**src/rtl/core/dtm_pkg.sv**
```systemverilog
// package for the one-mismatch tag matcher
// types, command codes and constants shared by the cell chain, resolver and top level
// no dependencies

package dtm_pkg;

    // command codes carried in the input beat
    localparam logic [1:0] CMD_LOAD   = 2'd0;
    localparam logic [1:0] CMD_CLEAR  = 2'd1;
    localparam logic [1:0] CMD_LOOKUP = 2'd2;

    localparam int unsigned TAG_W   = 16;
    localparam int unsigned OWNER_W = 6;

    // low bit of every 2-bit base
    localparam logic [TAG_W-1:0] BASE_LOW_BITS = 16'h5555;

    typedef struct packed {
        logic [1:0]         cmd;
        logic [TAG_W-1:0]   tag_code;
        logic [OWNER_W-1:0] entry_owner;
        logic               exact_only;
    } t_in;

    typedef struct packed {
        logic [OWNER_W-1:0] sample_hit;
        logic               ambiguous;
        logic               table_full;
    } t_out;

    // lookup token handed from cell to cell
    typedef struct packed {
        logic               valid;
        logic [TAG_W-1:0]   tag;
        logic               mism;
        logic               exact;
        logic [OWNER_W-1:0] hit;
    } t_tok;

    typedef enum logic [1:0] {
        ST_IDLE,
        ST_RUN,
        ST_DONE
    } t_state;

endpackage

```
**src/rtl/core/dtm_resolve.sv**
```systemverilog
// final decision on a lookup token leaving the cell chain
// depends on dtm_pkg

module dtm_resolve #(
    parameter int unsigned MAX_SAMPLES = 32
) (
    input  dtm_pkg::t_tok          i_tok,
    input  logic [MAX_SAMPLES-1:0] i_mask,
    output dtm_pkg::t_out          o_res
);

    logic                        w_multi;
    logic [dtm_pkg::OWNER_W-1:0] w_enc;

    assign w_multi = |(i_mask & (i_mask - 1'b1));

    always_comb begin
        w_enc = '0;
        for (int j = 0; j < MAX_SAMPLES; j++) begin
            if (i_mask[j]) begin
                w_enc = w_enc | dtm_pkg::OWNER_W'(j + 1);
            end
        end
    end

    always_comb begin
        o_res = '0;
        priority if (i_tok.exact) begin
            o_res.sample_hit = i_tok.hit;
        end else if (w_multi) begin
            o_res.ambiguous = 1'b1;
        end else begin
            // single owner or empty mask (encodes to zero)
            o_res.sample_hit = w_enc;
        end
    end

endmodule

```
**config.mk**
```make
export PLATFORM = sky130hd
export DESIGN_NAME = dtm_resolve
export DESIGN_NICKNAME = d
export VERILOG_FILES = /design/src/rtl/core/dtm_pkg.sv /design/src/rtl/core/dtm_resolve.sv
export SDC_FILE = /design/constraint.sdc
export NUM_CORES = 1
export LEC_CHECK = 0
export ABC_AREA = 1
export BUFFER_PORTS_ARGS = -buffer_cell sky130_fd_sc_hd__buf_4
export CORE_MARGIN = 8
export CORE_UTILIZATION = 45
export DETAILED_ROUTE_END_ITERATION = 12
export PLACE_DENSITY = 0.84
export SYNTH_ARGS = -nofsm -noshare
export SYNTH_HDL_FRONTEND = slang
export SYNTH_SLANG_ARGS = --single-unit
```
**constraint.sdc**
```tcl
create_clock -name vclk -period 1.4
set_clock_uncertainty 0.1 [all_clocks]
set_input_delay 0 -clock vclk [all_inputs]
set_output_delay 0 -clock vclk [all_outputs]
set_load 0.1 [all_outputs]
```
==> impl_results.html <==
<table>
<tr><th>Metric</th><th>Value</th></tr>
<tr><th colspan="2">Die</th></tr>
<tr><td>Io pins</td><td>65</td></tr>
<tr><td>Die width</td><td>between 60 and 70 um</td></tr>
<tr><td>DIE HEIGHT</td><td>~64 um</td></tr>
<tr><td>Initial standard-cell utilization of the core</td><td>0.4677</td></tr>
<tr><td>Die ar.</td><td>0.004060 mm^2</td></tr>
<tr><td>Core Area</td><td>0.002191 mm^2</td></tr>
<tr><td>Number of rows in the core area</td><td>17</td></tr>
<tr><th colspan="2">Timing</th></tr>
<tr><td>Final Hold Fails</td><td>0</td></tr>
<tr><td>Post-route setup TNS</td><td>-2.796 ns</td></tr>
<tr><td>Setup violation total in the final timing report</td><td>7</td></tr>
<tr><td>Worst-case setup margin in the final layout</td><td>-0.4459 ns</td></tr>
<tr><td>Ratio of final minimum period to clock period</td><td>1.319</td></tr>
<tr><td>Highest clock rate</td><td>between 500 and 600 MHz</td></tr>
<tr><td>Setup repair after global routing missed its margin</td><td>yes</td></tr>
<tr><td>Final max-slew violation count</td><td>0</td></tr>
<tr><td>Final-layout worst hold slack</td><td>0.3052 ns</td></tr>
<tr><td>Time the final worst path needs with I/O delays and setup</td><td>between 1.5 and 2 ns</td></tr>
<tr><th colspan="2">Setup path</th></tr>
<tr><td>Crit path max-delay cell type</td><td>sky130_fd_sc_hd__a21oi_4</td></tr>
<tr><td>Startpoint kind of the worst setup timing path</td><td>primary input</td></tr>
<tr><td>Kind of end point of the critical path</td><td>output port</td></tr>
<tr><td>Crit path largest cell delay</td><td>0.25 ns</td></tr>
<tr><td>Largest delay contributor family on the critical path</td><td>simple AND/OR/NAND/NOR gates</td></tr>
<tr><td>Combined buffer and inverter count along the critical path</td><td>2</td></tr>
<tr><td>Maximum fanout along the worst path</td><td>7</td></tr>
<tr><td>Worst EP arrival</td><td>between 1.5 and 2 ns</td></tr>
<tr><td>Type of the setup path with the least slack</td><td>in -&gt; out</td></tr>
<tr><td>Data required time at the worst endpoint</td><td>1.30 ns</td></tr>
<tr><td>Critical Path Most Common Cell</td><td>sky130_fd_sc_hd__nor2_1</td></tr>
<tr><td>Cell breakdown of the critical path</td><td>buf_4 -&gt; nor2_1 -&gt; nand2_1 -&gt; nor2_2 -&gt; nand2_1 -&gt; nor2_1 -&gt; nor2_1 -&gt; nor2_1 -&gt; nand2_1 -&gt; nor2_4 -&gt; nand3_4 -&gt; a21oi_4 -&gt; buf_12</td></tr>
<tr><th colspan="2">Yosys</th></tr>
<tr><td>Post-Synthesis Cells</td><td>210</td></tr>
<tr><td>Post-synth design cell area</td><td>0.001025 mm^2</td></tr>
<tr><td>Part of the Yosys area used for sequential elements</td><td>0</td></tr>
<tr><td>Most numerous cell in the Yosys netlist</td><td>sky130_fd_sc_hd__nand2_1</td></tr>
<tr><td>Yosys top cell by area</td><td>sky130_fd_sc_hd__nand2_1</td></tr>
<tr><td>Count of unique library cells instantiated by Yosys</td><td>28</td></tr>
<tr><td>Share of Yosys cell area claimed by the top area cell type</td><td>0.2747</td></tr>
<tr><td>Ys Warns</td><td>0</td></tr>
<tr><td>Synthesized net count</td><td>267</td></tr>
<tr><td>Cells taking the most area after synthesis</td><td>sky130_fd_sc_hd__nand2_1 27%, sky130_fd_sc_hd__nor2_1 17%, sky130_fd_sc_hd__nor2_2 8.5%</td></tr>
<tr><td>Synthesized area divided by synthesized cell count</td><td>4.880 um^2</td></tr>
<tr><td>Most common library cells after synthesis</td><td>75 x sky130_fd_sc_hd__nand2_1, 47 x sky130_fd_sc_hd__nor2_1, 15 x sky130_fd_sc_hd__inv_1, 14 x sky130_fd_sc_hd__nor2_2, 10 x sky130_fd_sc_hd__nand3_1</td></tr>
<tr><th colspan="2">Final layout</th></tr>
<tr><td>Count of filler cells inserted in the layout</td><td>102</td></tr>
<tr><td>Area occupied by registers</td><td>0 um^2</td></tr>
<tr><td>Area growth syn-to-layout</td><td>92.80%</td></tr>
<tr><td>Final net count</td><td>355</td></tr>
<tr><td># clk buffers</td><td>0</td></tr>
<tr><td>Multi-input combinational cell area</td><td>0.001111 mm^2</td></tr>
<tr><td>Summed area of non-filler cells in the final layout</td><td>0.001976 mm^2</td></tr>
<tr><td>Layout cells sized above 1</td><td>0.5000</td></tr>
<tr><td>Antenna cells</td><td>0</td></tr>
<tr><td>Count of flip-flops and latches</td><td>0</td></tr>
<tr><th colspan="2">Outcome</th></tr>
<tr><td>Status</td><td>finished with violations</td></tr>
<tr><td>Failing checks</td><td>negative setup slack</td></tr>
<tr><th colspan="2">Power and ir drop</th></tr>
<tr><td>Leakage power summed over all cells</td><td>slightly above 0.0009 uW</td></tr>
<tr><td>Sequential group share of total power</td><td>0</td></tr>
<tr><td>Combinational share of power</td><td>1.000</td></tr>
<tr><td>Switching power of the nets</td><td>336.3 uW</td></tr>
<tr><td>Power Internal</td><td>258.0 uW</td></tr>
<tr><td>Largest voltage drop on the vdd net</td><td>298.8 uV</td></tr>
<tr><td>Fraction of power spent switching nets</td><td>0.5659</td></tr>
<tr><td>Power Dens Cells</td><td>300.8 mW/mm^2</td></tr>
<tr><td>Proportion of power drawn by the clock network</td><td>0</td></tr>
<tr><th colspan="2">Placed design</th></tr>
<tr><td>Placer Congestion</td><td>0.9447</td></tr>
<tr><td>Post-detail-place hpwl</td><td>between 3000 and 4000 um</td></tr>
<tr><td>Placed standard-cell area</td><td>between 0.0015 and 0.002 mm^2</td></tr>
<tr><td>Port buffer count</td><td>46</td></tr>
<tr><td>Worst slack at placement</td><td>-0.4972 ns</td></tr>
<tr><th colspan="2">Global route</th></tr>
<tr><td>Met3 track demand over resource</td><td>0.03004</td></tr>
<tr><td>Wire length of the first global-routing pass</td><td>7590 um</td></tr>
<tr><td>GR Layer Usage met1</td><td>0.2478</td></tr>
<tr><td>Initial antenna violation count</td><td>0</td></tr>
<tr><td>Vias in the first global route</td><td>1727</td></tr>
<tr><td>Largest net degree at the start of global routing</td><td>8</td></tr>
<tr><td>Aggregate global routing overflow</td><td>0</td></tr>
<tr><td>Routing layer with the top usage in global route</td><td>met2</td></tr>
<tr><td>Overall track demand over capacity in global routing</td><td>0.2187</td></tr>
<tr><td>Global routing usage on met2</td><td>0.3980</td></tr>
<tr><th colspan="2">Routing</th></tr>
<tr><td>Average detailed-routed wire length per instance</td><td>between 10 and 15 um</td></tr>
<tr><td>Average via count per standard cell</td><td>5.318</td></tr>
<tr><td>Detailed-route via count</td><td>1723</td></tr>
<tr><td>Final WL</td><td>4813 um</td></tr>
<tr><td>Initial detailed-routing violation count</td><td>91</td></tr>
<tr><td>Number of detailed-route iterations in the first pass</td><td>5</td></tr>
<tr><td>Number of remaining DRC errors</td><td>0</td></tr>
<tr><td>Number of antenna-violating nets in the routed design</td><td>0</td></tr>
<tr><th colspan="2">Flow run</th></tr>
<tr><td>Total of max-cap violations</td><td>0</td></tr>
<tr><th colspan="2">Worst hold path</th></tr>
<tr><td>Min-delay worst type</td><td>in -&gt; out</td></tr>
<tr><th colspan="2">Clock network</th></tr>
<tr><td>Number of hold buffers added after cts</td><td>0</td></tr>
</table>
==> cell type report <==
type	instances	area share
Inverter	18	0.03420
Multi-Input combinational cell	190	0.5624
Tap cell	28	0.01773
Timing Repair Buffer	88	0.3857
==> layer usage <==
| layer | routed length (um) | vias up |
|---|---|---|
| li1 | - | 842 |
| met1 | 1940 | 770 |
| met2 | 2356 | 91 |
| met3 | 332 | 20 |
| met4 | 184 | 0 |
| met5 | 0 | - |
==> through the flow <==
stage	std cells	total power (uW)	utilization
3_5_place_dp	321	504.4	0.8030
2_1_floorplan	210	257.9	-
6_report	324	594.3	0.9018
5_1_grt	324	624.0	0.9018
3_3_place_gp	321	500.0	0.8030
4_1_cts	323	561.4	0.8744
==> power by group through the flow <==
stage	sequential [uW]	clock [uW]	combinational, uW
after floorplan	0	0	258
after global placement	0	0	500
after detailed placement	0	0	504
after CTS	0	0	561
after global routing	0	0	624
final	0	0	594
==> placed cells by master (no fill, tap or decap) <==
| cell type | n |
|---|---|
| sky130_fd_sc_hd__o21ai_4 | 1 |
| sky130_fd_sc_hd__buf_8 | 1 |
| sky130_fd_sc_hd__nor2_4 | 17 |
| sky130_fd_sc_hd__nor2_2 | 19 |
| sky130_fd_sc_hd__buf_6 | 5 |
| sky130_fd_sc_hd__conb_1 | 1 |
| sky130_fd_sc_hd__o21bai_1 | 1 |
| sky130_fd_sc_hd__nand2_2 | 8 |
| sky130_fd_sc_hd__inv_2 | 3 |
| sky130_fd_sc_hd__o22ai_1 | 2 |
| sky130_fd_sc_hd__buf_4 | 76 |
| sky130_fd_sc_hd__nand3_2 | 2 |
| sky130_fd_sc_hd__nand3b_1 | 2 |
| sky130_fd_sc_hd__buf_12 | 6 |
| sky130_fd_sc_hd__nand2_1 | 69 |
| sky130_fd_sc_hd__a21oi_4 | 5 |
| sky130_fd_sc_hd__or3_1 | 1 |
| sky130_fd_sc_hd__nand4_1 | 3 |
| sky130_fd_sc_hd__o21ai_1 | 3 |
| sky130_fd_sc_hd__nand3_1 | 9 |
| sky130_fd_sc_hd__nor2_8 | 1 |
| sky130_fd_sc_hd__nand3_4 | 1 |
| sky130_fd_sc_hd__a21oi_1 | 4 |
| sky130_fd_sc_hd__o21ai_0 | 2 |
| sky130_fd_sc_hd__nand2_4 | 3 |
| sky130_fd_sc_hd__nor2_1 | 31 |
| sky130_fd_sc_hd__o32ai_1 | 1 |
| sky130_fd_sc_hd__inv_1 | 15 |
| sky130_fd_sc_hd__nor3_1 | 1 |
| sky130_fd_sc_hd__nor4_1 | 3 |
==> timing repair <==
action                                 CTS  global route
setup endpoints to repair                7             7
pin swaps                               11             3
endpoints found under the hold margin    0             0
cloned                                   0             0
setup buffers                            2             1
gates resized for setup                 36            17
==> logic make-up after synthesis <==
group           after synthesis  synth area share
simple gates                170            0.7961
buf+inv                      20           0.07692
compound gates               19            0.1233
other cells                   1          0.003659
==> worst paths after layout <==
| path | start | to | slack (ns) | cells past startpoint |
|---|---|---|---|---|
| setup / recovery | i_mask[12] | o_res[3] | -0.45 | 13 |
| hold / removal | i_tok[5] | o_res[7] | 0.31 | 4 |
==> tightest hold or removal path: stages <==
cell and delay [ns]:
sky130_fd_sc_hd__buf_4 0.08, sky130_fd_sc_hd__nand2_1 0.08, sky130_fd_sc_hd__o21ai_4 0.08, sky130_fd_sc_hd__buf_12 0.17
(Power assumes the default switching activity.)
