## config.mk

```make
export PLATFORM = sky130hd
export DESIGN_NAME = dtm_cell
export DESIGN_NICKNAME = d
export VERILOG_FILES = /design/src/rtl/core/dtm_pkg.sv /design/src/rtl/core/dtm_cell.sv
export SDC_FILE = /design/constraint.sdc
export NUM_CORES = 1
export LEC_CHECK = 0
export BUFFER_PORTS_ARGS = -buffer_cell sky130_fd_sc_hd__buf_2
export CELL_PAD_IN_SITES_DETAIL_PLACEMENT = 0
export CELL_PAD_IN_SITES_GLOBAL_PLACEMENT = 1
export CORE_MARGIN = 10
export CORE_UTILIZATION = 33
export CTS_CLUSTER_DIAMETER = 50
export DETAILED_ROUTE_END_ITERATION = 8
export PLACE_DENSITY = 0.77
export SLEW_MARGIN = 20
export SYNTH_ARGS = -nofsm -noshare
export SYNTH_HDL_FRONTEND = slang
export SYNTH_SLANG_ARGS = --single-unit
export TNS_END_PERCENT = 100
```

## constraint.sdc

```tcl
create_clock -name i_clk -period 3.3 [get_ports i_clk]
set_input_delay 0 -clock i_clk [delete_from_list [all_inputs] [get_ports i_clk]]
set_output_delay 0 -clock i_clk [all_outputs]
set_load 0.01 [all_outputs]
```

## src/rtl/core/dtm_pkg.sv

```systemverilog
// package for the one-mismatch tag matcher
// types, command codes and constants shared by the cell chain, resolver and top level
// no dependencies

package dtm_pkg;

    // command codes carried in the input beat
    localparam logic [1:0] CMD_LOAD   = 2'd0;
    localparam logic [1:0] CMD_CLEAR  = 2'd1;
    localparam logic [1:0] CMD_LOOKUP = 2'd2;

    localparam int unsigned TAG_W   = 16;
    localparam int unsigned OWNER_W = 6;

    // low bit of every 2-bit base
    localparam logic [TAG_W-1:0] BASE_LOW_BITS = 16'h5555;

    typedef struct packed {
        logic [1:0]         cmd;
        logic [TAG_W-1:0]   tag_code;
        logic [OWNER_W-1:0] entry_owner;
        logic               exact_only;
    } t_in;

    typedef struct packed {
        logic [OWNER_W-1:0] sample_hit;
        logic               ambiguous;
        logic               table_full;
    } t_out;

    // lookup token handed from cell to cell
    typedef struct packed {
        logic               valid;
        logic [TAG_W-1:0]   tag;
        logic               mism;
        logic               exact;
        logic [OWNER_W-1:0] hit;
    } t_tok;

    typedef enum logic [1:0] {
        ST_IDLE,
        ST_RUN,
        ST_DONE
    } t_state;

endpackage

```

## src/rtl/core/dtm_cell.sv

```systemverilog
// one table cell: holds a tag entry and its owner, updates the passing lookup token
// depends on dtm_pkg

module dtm_cell #(
    parameter int unsigned MAX_SAMPLES = 32
) (
    input  logic                         i_clk,
    input  logic                         i_rst_n,
    input  logic                         i_we,
    input  logic [dtm_pkg::TAG_W-1:0]    i_code,
    input  logic [dtm_pkg::OWNER_W-1:0]  i_owner,
    input  logic                         i_active,
    input  dtm_pkg::t_tok                i_tok,
    input  logic [MAX_SAMPLES-1:0]       i_mask,
    output dtm_pkg::t_tok                o_tok,
    output logic [MAX_SAMPLES-1:0]       o_mask
);

    logic [dtm_pkg::TAG_W-1:0]   r_code;
    logic [dtm_pkg::OWNER_W-1:0] r_owner;
    dtm_pkg::t_tok               r_tok;
    dtm_pkg::t_tok               n_tok;
    logic [MAX_SAMPLES-1:0]      r_mask;
    logic [MAX_SAMPLES-1:0]      n_mask;
    logic [dtm_pkg::TAG_W-1:0]   w_x;
    logic [dtm_pkg::TAG_W-1:0]   w_d;
    logic                        w_dist0;
    logic                        w_dist1;

    // per-base difference bits, one per base at its low bit
    assign w_x     = r_code ^ i_tok.tag;
    assign w_d     = (w_x | (w_x >> 1)) & dtm_pkg::BASE_LOW_BITS;
    assign w_dist0 = (w_d == '0);
    assign w_dist1 = !w_dist0 && ((w_d & (w_d - 1'b1)) == '0);

    always_comb begin
        n_tok  = i_tok;
        n_mask = i_mask;
        if (i_tok.valid && i_active && !i_tok.exact) begin
            if (w_dist0) begin
                n_tok.exact = 1'b1;
                n_tok.hit   = r_owner;
            end else if (i_tok.mism && w_dist1) begin
                // owners outside 1..MAX_SAMPLES never match a bit
                for (int j = 0; j < MAX_SAMPLES; j++) begin
                    if (r_owner == dtm_pkg::OWNER_W'(j + 1)) begin
                        n_mask[j] = 1'b1;
                    end
                end
            end
        end
    end

    always_ff @(posedge i_clk) begin
        if (i_we) begin
            r_code  <= i_code;
            r_owner <= i_owner;
        end
    end

    // only the valid bit is reset, the rest travels with it
    always_ff @(posedge i_clk) begin
        if (!i_rst_n) begin
            r_tok.valid <= 1'b0;
        end else begin
            r_tok.valid <= n_tok.valid;
        end
        r_tok.tag   <= n_tok.tag;
        r_tok.mism  <= n_tok.mism;
        r_tok.exact <= n_tok.exact;
        r_tok.hit   <= n_tok.hit;
        r_mask      <= n_mask;
    end

    assign o_tok  = r_tok;
    assign o_mask = r_mask;

endmodule

```

==> metrics.txt, run 1 <==
vias in the first global route roughly 2600; CP arrival between 2 and 3 ns; fmax 0.4305 GHz; cells taking the most area after synthesis dfxtp_1 (42%), edfxtp_1 (24%), a31o_2 (10%); Netlist Area Pre-Place between 2000 and 3000 um^2; placed cells between 400 and 500; Setup CP Type reg -> reg; yosys warns 0; WHS between 0.15 and 0.2 ns; core area roughly 8100 um^2; fin crit period approximately 2.3 ns; area grow syn2layout 67.19%; die footprint 12260 um^2; Hold Path Class in -> reg; cell taking the most area after synthesis dfxtp_1; Post-Syn Nets between 200 and 300; top cell type's share of synthesized area roughly 42%; clock transition at the registers of the reported paths around 0.080 ns; post-synthesis cell type count 27; Compound-Gate Fraction of Synth Area between 10% and 20%; Tcrit/Tclk final a little over two thirds; cells along the critical path xnor2_1 > nand4_1 > or4_4 > or4_4 > mux2_4; reg2reg setup slack approximately 0.98 ns; internal power 1.636 mW; final number of hold-violating endpoints 0; CTS tree yes; Residual DRC 0; Initial Util 33.55%; fin nets roughly 520; hpwl dp slightly above 6 mm; Core Util, Final a little under three fifths; post-route non-filler standard cell count around 550; Via density 4.490; mux contribution to synthesized area under 10%; power share of the sequential group between 50% and 60%; sw power about 0.48 mW; Avg Cell Area, Syn 12.81 um^2; Most used DFF post-synth dfxtp_1; Detail Route Antenna Nets 0; clock power share about a third; Critical Path Most Common Cell or4_4; gr usage total roughly 14%; outcome finished, final reports clean; Post-Route WL approximately 9 mm; adder-cell share of the synthesized area 0%; most frequent cells in the layout buf_2 (139), dlygate4sd3_1 (80), dfxtp_1 (57); layout cell share with drive strength beyond 1 45.23%; via count about 2500; Iter 0 DRT Violations about 110; FF-to-FF Start r_code[6]; max-cap violations 0; Setup TNS 0 ns; Synth Instances ~210; Worst path slowest cell or4_4; CP Launch Point r_code[6]; clk_skew ~0.0087 ns; Post-Place Setup Slack 0.9826 ns; Die Ht 110.7 um; Worst setup EP type register; crit-path max FO 7; Seq cells post-synth a little under 80; # IOs 140; die width around 110 um; largest net degree at the start of global routing 33; reg2reg end o_tok[2]; Critical Path End o_tok[2]; final worst setup slack 0.9774 ns; R2R cell count 5; total CTS buffers 9; ys async rst share 0%; clock sink count roughly 80; Initial DRT Pass Iterations 4; largest family of logic cells by synthesized area compound AO/OA/AOI/OAI gates; WHS Path Cells 1; WL per Instance ~16 um; Root Driver clkbuf_8; Post-Synth Simple-Gate Area between 10% and 20%; Critical Path Start Type register; Post-synth EDFFs 22; VDD IR max 0.0002016 V; setup violators final 0; Post-CTS Resized 0; total grt overflow 0; Post-CTS Setup Inserts 0; Max H-tree Level 3; first-pass GRT wire length about 14 mm; Slew Limit Fails 0; site row count 33; max incr delay on CP roughly 0.58 ns; Worst-Margin Slew approximately 0.50 ns; max_slew headroom between 60% and 70%; GP Congestion slightly above 0.7; Comb pwr share 14.0%; hold_buf cts 80; CTS max path bufs 2; initial antenna violation count 2; I/O Buffers 139; worst path required time 3.53 ns; total power per unit cell area about 470 nW/um^2; commonest non-fill, non-tap cell in the layout buf_2; later-pin clock latency in the skew report 0.34 ns; Leak between 2 and 2.5 nW; Synth Area in XOR/XNOR 5.484%; sequential area share after synthesis between 60% and 70%; Switching Fraction a little under a quarter; unrepaired setup endpoints after global routing no
## state kept, by name (all words and copies together), names as in the netlist
name,flops
r_owner,6
o_mask,32
o_tok,25
r_code,16
## synth_stat cells, drive strengths merged (2+ instances only)
cell type   n
xnor2      13
mux2        6
nand3       2
a31o       32
dfxtp      57
nor3        2
nand3b      4
or3b        3
edfxtp     22
or3         2
or4         2
xor2        4
nor2       36
clkbuf      7
nand2       8
buf         2
## final cells by class
| cell class | instances | area [um^2] |
|---|---|---|
| flip-flops and latches | 79 | 1802 |
| diodes | 2 | 5.005 |
| well taps | 105 | 131.4 |
| fillers | 723 | 3553 |
| multi-input cells | 124 | 875.8 |
| clock buffers | 15 | 209.0 |
| repair buffers | 221 | 1511 |
| clock inverters | 1 | 5.005 |
## worst max-delay path, delay by kind of cell, from the launching register on
family / cells / cell delay (ns)
flip-flops: 1 / 0.38
XOR/XNOR: 1 / 0.19
AND/OR/NAND/NOR: 3 / 1.32
multiplexers: 1 / 0.32
## through the flow
| step | area (um^2) | power, mW |
|---|---|---|
| floorplan | 2715 | 1.206 |
| global placement | 3520 | 1.319 |
| detailed placement | 3520 | 1.324 |
| CTS | 4534 | 2.145 |
| global route | 4539 | 2.210 |
| finish | 4539 | 2.118 |
## how the worst min path moves through the flow
stage               from         end  slack, ns
2_1_floorplan  i_tok[10]   o_tok[10]       0.03
3_3_place_gp    i_tok[9]    o_tok[9]       0.13
3_5_place_dp    i_tok[9]    o_tok[9]       0.13
4_1_cts             i_we  r_owner[1]       0.14
5_1_grt             i_we   r_code[7]       0.15
6_report            i_we  r_code[10]       0.16
## cell families (layout without fill, tap and decap cells)
group,Yosys count,count (layout)
AO/OA/AOI/OAI,37,37
XOR/XNOR,17,17
buffers and inverters,9,237
flip-flops,79,79
multiplexers,7,7
other,0,2
AND/OR/NAND/NOR,63,63
## metal layers
metal / vias to the layer above / routed length [um] / GRT usage (%)
met5: - / 0 / 0
met1: 1158 / 3171 / 13.73
met2: 86 / 5015 / 26.26
li1: 1202 / - / -
met3: 10 / 656 / 4.654
met4: 0 / 138 / 6.076
## power by group through the flow
stage | Sequential [mW] | Clock (mW) | Combinational (mW)
2_1_floorplan | 1.12 | 0 | 0.0845
3_3_place_gp | 1.10 | 0 | 0.215
3_5_place_dp | 1.11 | 0 | 0.218
4_1_cts | 1.08 | 0.767 | 0.295
5_1_grt | 1.09 | 0.800 | 0.319
6_report | 1.08 | 0.738 | 0.296
(Power assumes the default switching activity.)
==> run 2, diff against run 1 <==
--- a/config.mk
+++ b/config.mk
@@ -5,14 +5,15 @@
 export SDC_FILE = /design/constraint.sdc
 export NUM_CORES = 1
 export LEC_CHECK = 0
+export ABC_AREA = 1
 export BUFFER_PORTS_ARGS = -buffer_cell sky130_fd_sc_hd__buf_2
 export CELL_PAD_IN_SITES_DETAIL_PLACEMENT = 0
 export CELL_PAD_IN_SITES_GLOBAL_PLACEMENT = 1
 export CORE_MARGIN = 10
-export CORE_UTILIZATION = 33
+export CORE_UTILIZATION = 30
 export CTS_CLUSTER_DIAMETER = 50
 export DETAILED_ROUTE_END_ITERATION = 8
-export PLACE_DENSITY = 0.77
+export PLACE_DENSITY = 0.75
 export SLEW_MARGIN = 20
 export SYNTH_ARGS = -nofsm -noshare
 export SYNTH_HDL_FRONTEND = slang
==> constraint.sdc (replaced) <==
create_clock -name i_clk -period 2 [get_ports i_clk]
set_input_delay 0 -clock i_clk [delete_from_list [all_inputs] [get_ports i_clk]]
set_output_delay 0 -clock i_clk [all_outputs]
set_load 0.01 [all_outputs]
==> run 2 against run 1 <==
Effect of this change:
- critical path type unchanged
- critical endpoint is now o_mask[12]
- utilization shrank 7.6 points
- via count grew 27%
- synthesized cell count grew 89%
==> metrics.txt, run 2 <==
fin crit period around 1.8 ns; Post-Route WL between 9 and 10 mm; die footprint 15130 um^2; Worst-Margin Slew just over 0.5 ns; fin nets 710; top cell type's share of synthesized area a little over a third; cells along the critical path nand2_1 > nand2_1 > nor2_1 > nand2_1 > nor2_1 > nand2_2 > nand2_2 > nor2_4 > buf_12 > nand3_1 > nand2_1; Initial DRT Pass Iterations 4; Root Driver clkbuf_8; hpwl dp around 7 mm; Tcrit/Tclk final 92.26%; largest net degree at the start of global routing 33; Detail Route Antenna Nets 0; clock sink count about 80; post-synthesis cell type count 19; Seq cells post-synth between 70 and 80; fmax between 0.5 and 0.6 GHz; Slew Limit Fails 0; Residual DRC 0; total CTS buffers 9; Die Ht roughly 120 um; core area between 10000 and 15000 um^2; I/O Buffers 139; Netlist Area Pre-Place approximately 3200 um^2; clk_skew roughly 0.011 ns; cells taking the most area after synthesis dfxtp_1 (36%), edfxtp_1 (21%), nand2_1 (15%); unrepaired setup endpoints after global routing no; setup violators final 0; Worst path slowest cell edfxtp_1; max_slew headroom 66.16%; Hold Path Class in -> reg; die width 123.0 um; Iter 0 DRT Violations between 100 and 150; Post-Syn Nets about 480; CTS tree yes; layout cell share with drive strength beyond 1 a little over a quarter; Synth Instances 401; Most used DFF post-synth dfxtp_1; outcome finished, final reports clean; Worst setup EP type register; vias in the first global route ~3300; max incr delay on CP around 0.39 ns; total power per unit cell area approximately 670 nW/um^2; cell taking the most area after synthesis dfxtp_1; Initial Util between 30% and 40%; Setup CP Type reg -> reg; Ant. Diodes 0; VDD IR max 0.0003416 V; Buf+Inv Stages, Crit Path 1; yosys warns 0; initial antenna violation count 0; CTS max path bufs 2; sequential area share after synthesis between 50% and 60%; via count 3109; Core Util, Final between 40% and 50%; Critical Path Start Type register; Avg Cell Area, Syn ~8 um^2; max reg flops 32; most common cell in the synthesized netlist nand2_1; total grt overflow 0; gr usage total 13.45%; Setup TNS 0 ns; Max H-tree Level 3; Leak roughly 2.6 nW; area grow syn2layout 57.39%; final number of hold-violating endpoints 0; worst path required time between 2 and 2.5 ns; site row count 37; first-pass GRT wire length about 16 mm; Fill cells approximately 1000; GP Congestion 0.7504; CP arrival 2.10 ns; Critical Path Most Common Cell nand2_1; post-route non-filler standard cell count approximately 770; Via density 4.048; top post-synthesis cells by count nand2_1 (124), inv_1 (80), dfxtp_1 (57); Post-synth EDFFs 22; ys async rst share 0%; crit-path max FO 15; placed cells 668; max-cap violations 0; CP top delay family simple AND/OR/NAND/NOR gates; later-pin clock latency in the skew report between 0.3 and 0.4 ns; WL per Instance roughly 13 um; commonest non-fill, non-tap cell in the layout buf_2; clock transition at the registers of the reported paths 0.08 ns; most frequent cells in the layout buf_2 (139), nand2_1 (123), inv_1 (80), dlygate4sd3_1 (80), dfxtp_1 (57); # IOs 140
[run 2: logic make-up after synthesis]
| family | share of synthesized area, % |
|---|---|
| flip-flops | 56.60 |
| AND/OR/NAND/NOR | 29.17 |
| XOR/XNOR | 0.2752 |
| AO/OA/AOI/OAI | 1.769 |
| buffers and inverters | 12.19 |
[run 2: path summary, 6_finish.rpt]
| kind | start | end | slack [ns] | cells after the start |
|---|---|---|---|---|
| worst min-delay path | i_we | r_code[2] | 0.14 | 1 |
| worst max register to register | r_code[13] | o_mask[12] | 0.15 | 11 |
| worst min register to register | r_owner[5] | o_tok[5] | 0.59 | 2 |
| worst max-delay path | r_code[13] | o_mask[12] | 0.15 | 11 |
[run 2: power breakdown]
| group | internal (mW) | switching [mW] | leakage (nW) |
|---|---|---|---|
| combinational | 0.262 | 0.253 | 1.79 |
| clock | 0.481 | 0.560 | 0.0821 |
| sequential | 1.74 | 0.0336 | 0.696 |
| total | 2.49 | 0.847 | 2.57 |
[run 2: stage by stage]
| stage | setup WS (ns) | total power [mW] | instance area, um^2 | hold slack, ns |
|---|---|---|---|---|
| final | 0.1548 | 3.334 | 5010 | 0.1387 |
| after CTS | 0.03015 | 3.370 | 4950 | 0.1398 |
| after detailed placement | 0.002651 | 2.208 | 3981 | 0.1280 |
| after global routing | 0.005190 | 3.501 | 5010 | 0.1403 |
| after global placement | -0.02032 | 2.200 | 3981 | 0.1292 |
| after floorplan | 0.5163 | 2.006 | 3183 | 0.02772 |
[run 2: layout make-up]
cell class / instances / area, um^2 / share of cell area, %
well taps: 136 / 170.2 / 3.397
flip-flops and latches: 79 / 1802 / 35.96
inverters: 80 / 300.3 / 5.994
clock inverters: 2 / 8.758 / 0.1748
repair buffers: 223 / 1564 / 31.22
clock buffers: 14 / 152.6 / 3.047
multi-input cells: 234 / 1012 / 20.20
[run 2: timing repair]
action                     CTS  global route
hold buffers                80             0
gates cloned                 1             0
hold endpoints to repair    79             0
resized for setup            0             3
setup buffers                0             3
pin swaps                    1             2
setup endpoints to repair    3            27
[run 2: metal layers]
layer / part of all wire, % / track usage, % / up-vias
met1: 41 / 14.49 / 1362
met2: 50 / 23.26 / 89
li1: - / - / 1647
met4: 2.0 / 6.769 / 0
met5: 0 / 0 / -
met3: 7.7 / 4.421 / 11
==> run 3, diff against run 2 <==
--- a/config.mk
+++ b/config.mk
@@ -5,7 +5,6 @@
 export SDC_FILE = /design/constraint.sdc
 export NUM_CORES = 1
 export LEC_CHECK = 0
-export ABC_AREA = 1
 export BUFFER_PORTS_ARGS = -buffer_cell sky130_fd_sc_hd__buf_2
 export CELL_PAD_IN_SITES_DETAIL_PLACEMENT = 0
 export CELL_PAD_IN_SITES_GLOBAL_PLACEMENT = 1
@@ -13,7 +12,8 @@
 export CORE_UTILIZATION = 30
 export CTS_CLUSTER_DIAMETER = 50
 export DETAILED_ROUTE_END_ITERATION = 8
-export PLACE_DENSITY = 0.75
+export PLACE_DENSITY = 0.73
+export SKIP_LAST_GASP = 1
 export SLEW_MARGIN = 20
 export SYNTH_ARGS = -nofsm -noshare
 export SYNTH_HDL_FRONTEND = slang
==> run 3 against run 2 <==
Effect of this change:
- the flow now finishes with violations (negative setup slack)
- final area decreased by 6.9%
- utilization rose by 4.7 points
- largest cell class unchanged
- highest routed layer unchanged
- sequential power about the same
- first-iteration DRC count down 31%
- cell count fell by 27%
- worst hold slack gained 0.016 ns
- maximum frequency is 15% lower
- critical path type unchanged
==> metrics.txt, run 3 (synthesis gave the netlist of run 1 again) <==
total CTS buffers 9; FF-to-FF Start r_code[6]; clk_skew roughly 0.0084 ns; placed cells 459; crit-path max FO 7; WL per Instance roughly 16 um; max-cap violations 0; Tcrit/Tclk final 108.1%; Leak ~2.1 nW; CTS tree yes; largest net degree at the start of global routing 33; later-pin clock latency in the skew report ~0.34 ns; WHS Path Cells 1; R2R cell count 5; reg2reg end o_tok[0]; total grt overflow 0; die width 115.1 um; Post-Route WL between 9 and 10 mm; gr usage total 13.22%; CTS max path bufs 2; setup violators final 38; worst path required time roughly 2.2 ns; Root Driver clkbuf_8; Initial DRT Pass Iterations 4; Hold Path Class in -> reg; Critical Path End o_tok[0]; Setup CP Type reg -> reg; max_slew headroom between 60% and 70%; total power per unit cell area 750.7 nW/um^2; core area between 8000 and 9000 um^2; Worst setup EP type register; Worst-Margin Slew ~0.49 ns; via count approximately 2500; VDD IR max ~0.00036 V; Initial Util between 30% and 40%; GP Congestion about 0.69; Fill cells slightly below 800; area grow syn2layout 71.71%; CP Launch Point r_code[6]; Iter 0 DRT Violations a little over 80; WHS ~0.15 ns; clock transition at the registers of the reported paths 0.08 ns; Via density ~4.4; fmax 0.4624 GHz; outcome finished, violations left; initial antenna violation count 0; Residual DRC 0; # IOs 140; die footprint 13260 um^2; post-route non-filler standard cell count ~560; layout cell share with drive strength beyond 1 between 40% and 50%; CP arrival between 2 and 2.5 ns; Max H-tree Level 3; clock sink count slightly below 80; first-pass GRT wire length 13.78 mm; Detail Route Antenna Nets 0; failing checks negative setup slack; commonest non-fill, non-tap cell in the layout buf_2; Slew Limit Fails 0; vias in the first global route about 2600; reg2reg setup slack -0.16 ns; hpwl dp around 6.3 mm; final number of hold-violating endpoints 0; max reg flops 32; Critical Path Start Type register; Die Ht around 120 um; I/O Buffers about 140; most frequent cells in the layout buf_2 (139), dlygate4sd3_1 (80), dfxtp_1 (57); final worst setup slack -0.1627 ns; site row count 34; fin crit period roughly 2.2 ns; fin nets approximately 530; unrepaired setup endpoints after global routing yes
-- run 3: changes by cell type in the layout (fill, tap and decap cells not counted), moves of 5 or more --
cell and delta:
a31o_2 +32, buf_4 +8, inv_1 -80, mux2_4 +6
nand2_1 -115, nand3_1 -31, nor2_1 -17, o21ai_0 -7
xnor2_1 +7, xnor2_2 +5
-- run 3: worst min-delay path by stage --
stage               startpoint         to
finish                    i_we  r_code[6]
global route              i_we  r_code[4]
CTS                       i_we  r_code[6]
detailed placement   i_tok[18]  o_tok[18]
global placement     i_tok[19]  o_tok[19]
floorplan            i_tok[10]  o_tok[10]
-- run 3: final cells by class --
class                   count  area, um^2  area share (%)
well taps                 108       135.1           2.899
clock buffers              14       195.2           4.187
repair buffers            230        1604           34.41
multi-input cells         124       913.4           19.59
flip-flops and latches     79        1802           38.65
clock inverters             2       10.01          0.2147
diodes                      1       2.502         0.05368
-- run 3: report_power, final --
| part | switching [mW] | total [mW] | internal (mW) |
|---|---|---|---|
| clock network | 0.549 | 1.18 | 0.634 |
| registers | 0.0395 | 1.78 | 1.74 |
| logic | 0.219 | 0.533 | 0.314 |
-- run 3: what timing repair did --
item                       in CTS  in global routing
setup endpoints to repair      39                 39
pin swaps                       6                  0
setup buffers                   1                  1
hold buffers                   80                  0
hold endpoints to repair       79                  0
resized for setup               2                  3
-- run 3: layer usage --
| layer | global-route usage [%] | share of wire, % | vias to the layer above | routed length, um |
|---|---|---|---|---|
| met3 | 4.115 | 7.3 | 10 | 664 |
| met2 | 24.62 | 55 | 81 | 5018 |
| met4 | 4.868 | 1.4 | 0 | 132 |
| li1 | - | - | 1224 | - |
| met5 | 0 | 0 | - | 0 |
| met1 | 13.47 | 36 | 1165 | 3312 |
-- run 3: critical path: stages (launching register included) --
cell	delay, ns
edfxtp_1	0.44
xnor2_2	0.19
nand4_1	0.14
or4_4	0.45
or4_4	0.51
mux2_4	0.32
-- run 3: per-stage QoR --
stage	worst slack, ns	util, %	TNS (ns)	area (um^2)	total power, mW
2_1_floorplan	-0.1575	-	-0.9450	2715	1.989
3_3_place_gp	-0.1662	41.09	-0.9959	3601	2.197
3_5_place_dp	-0.2108	41.09	-2.394	3601	2.208
4_1_cts	-0.1380	52.83	-1.601	4629	3.527
5_1_grt	-0.2437	53.17	-6.337	4659	3.659
6_report	-0.1627	53.20	-2.761	4662	3.500
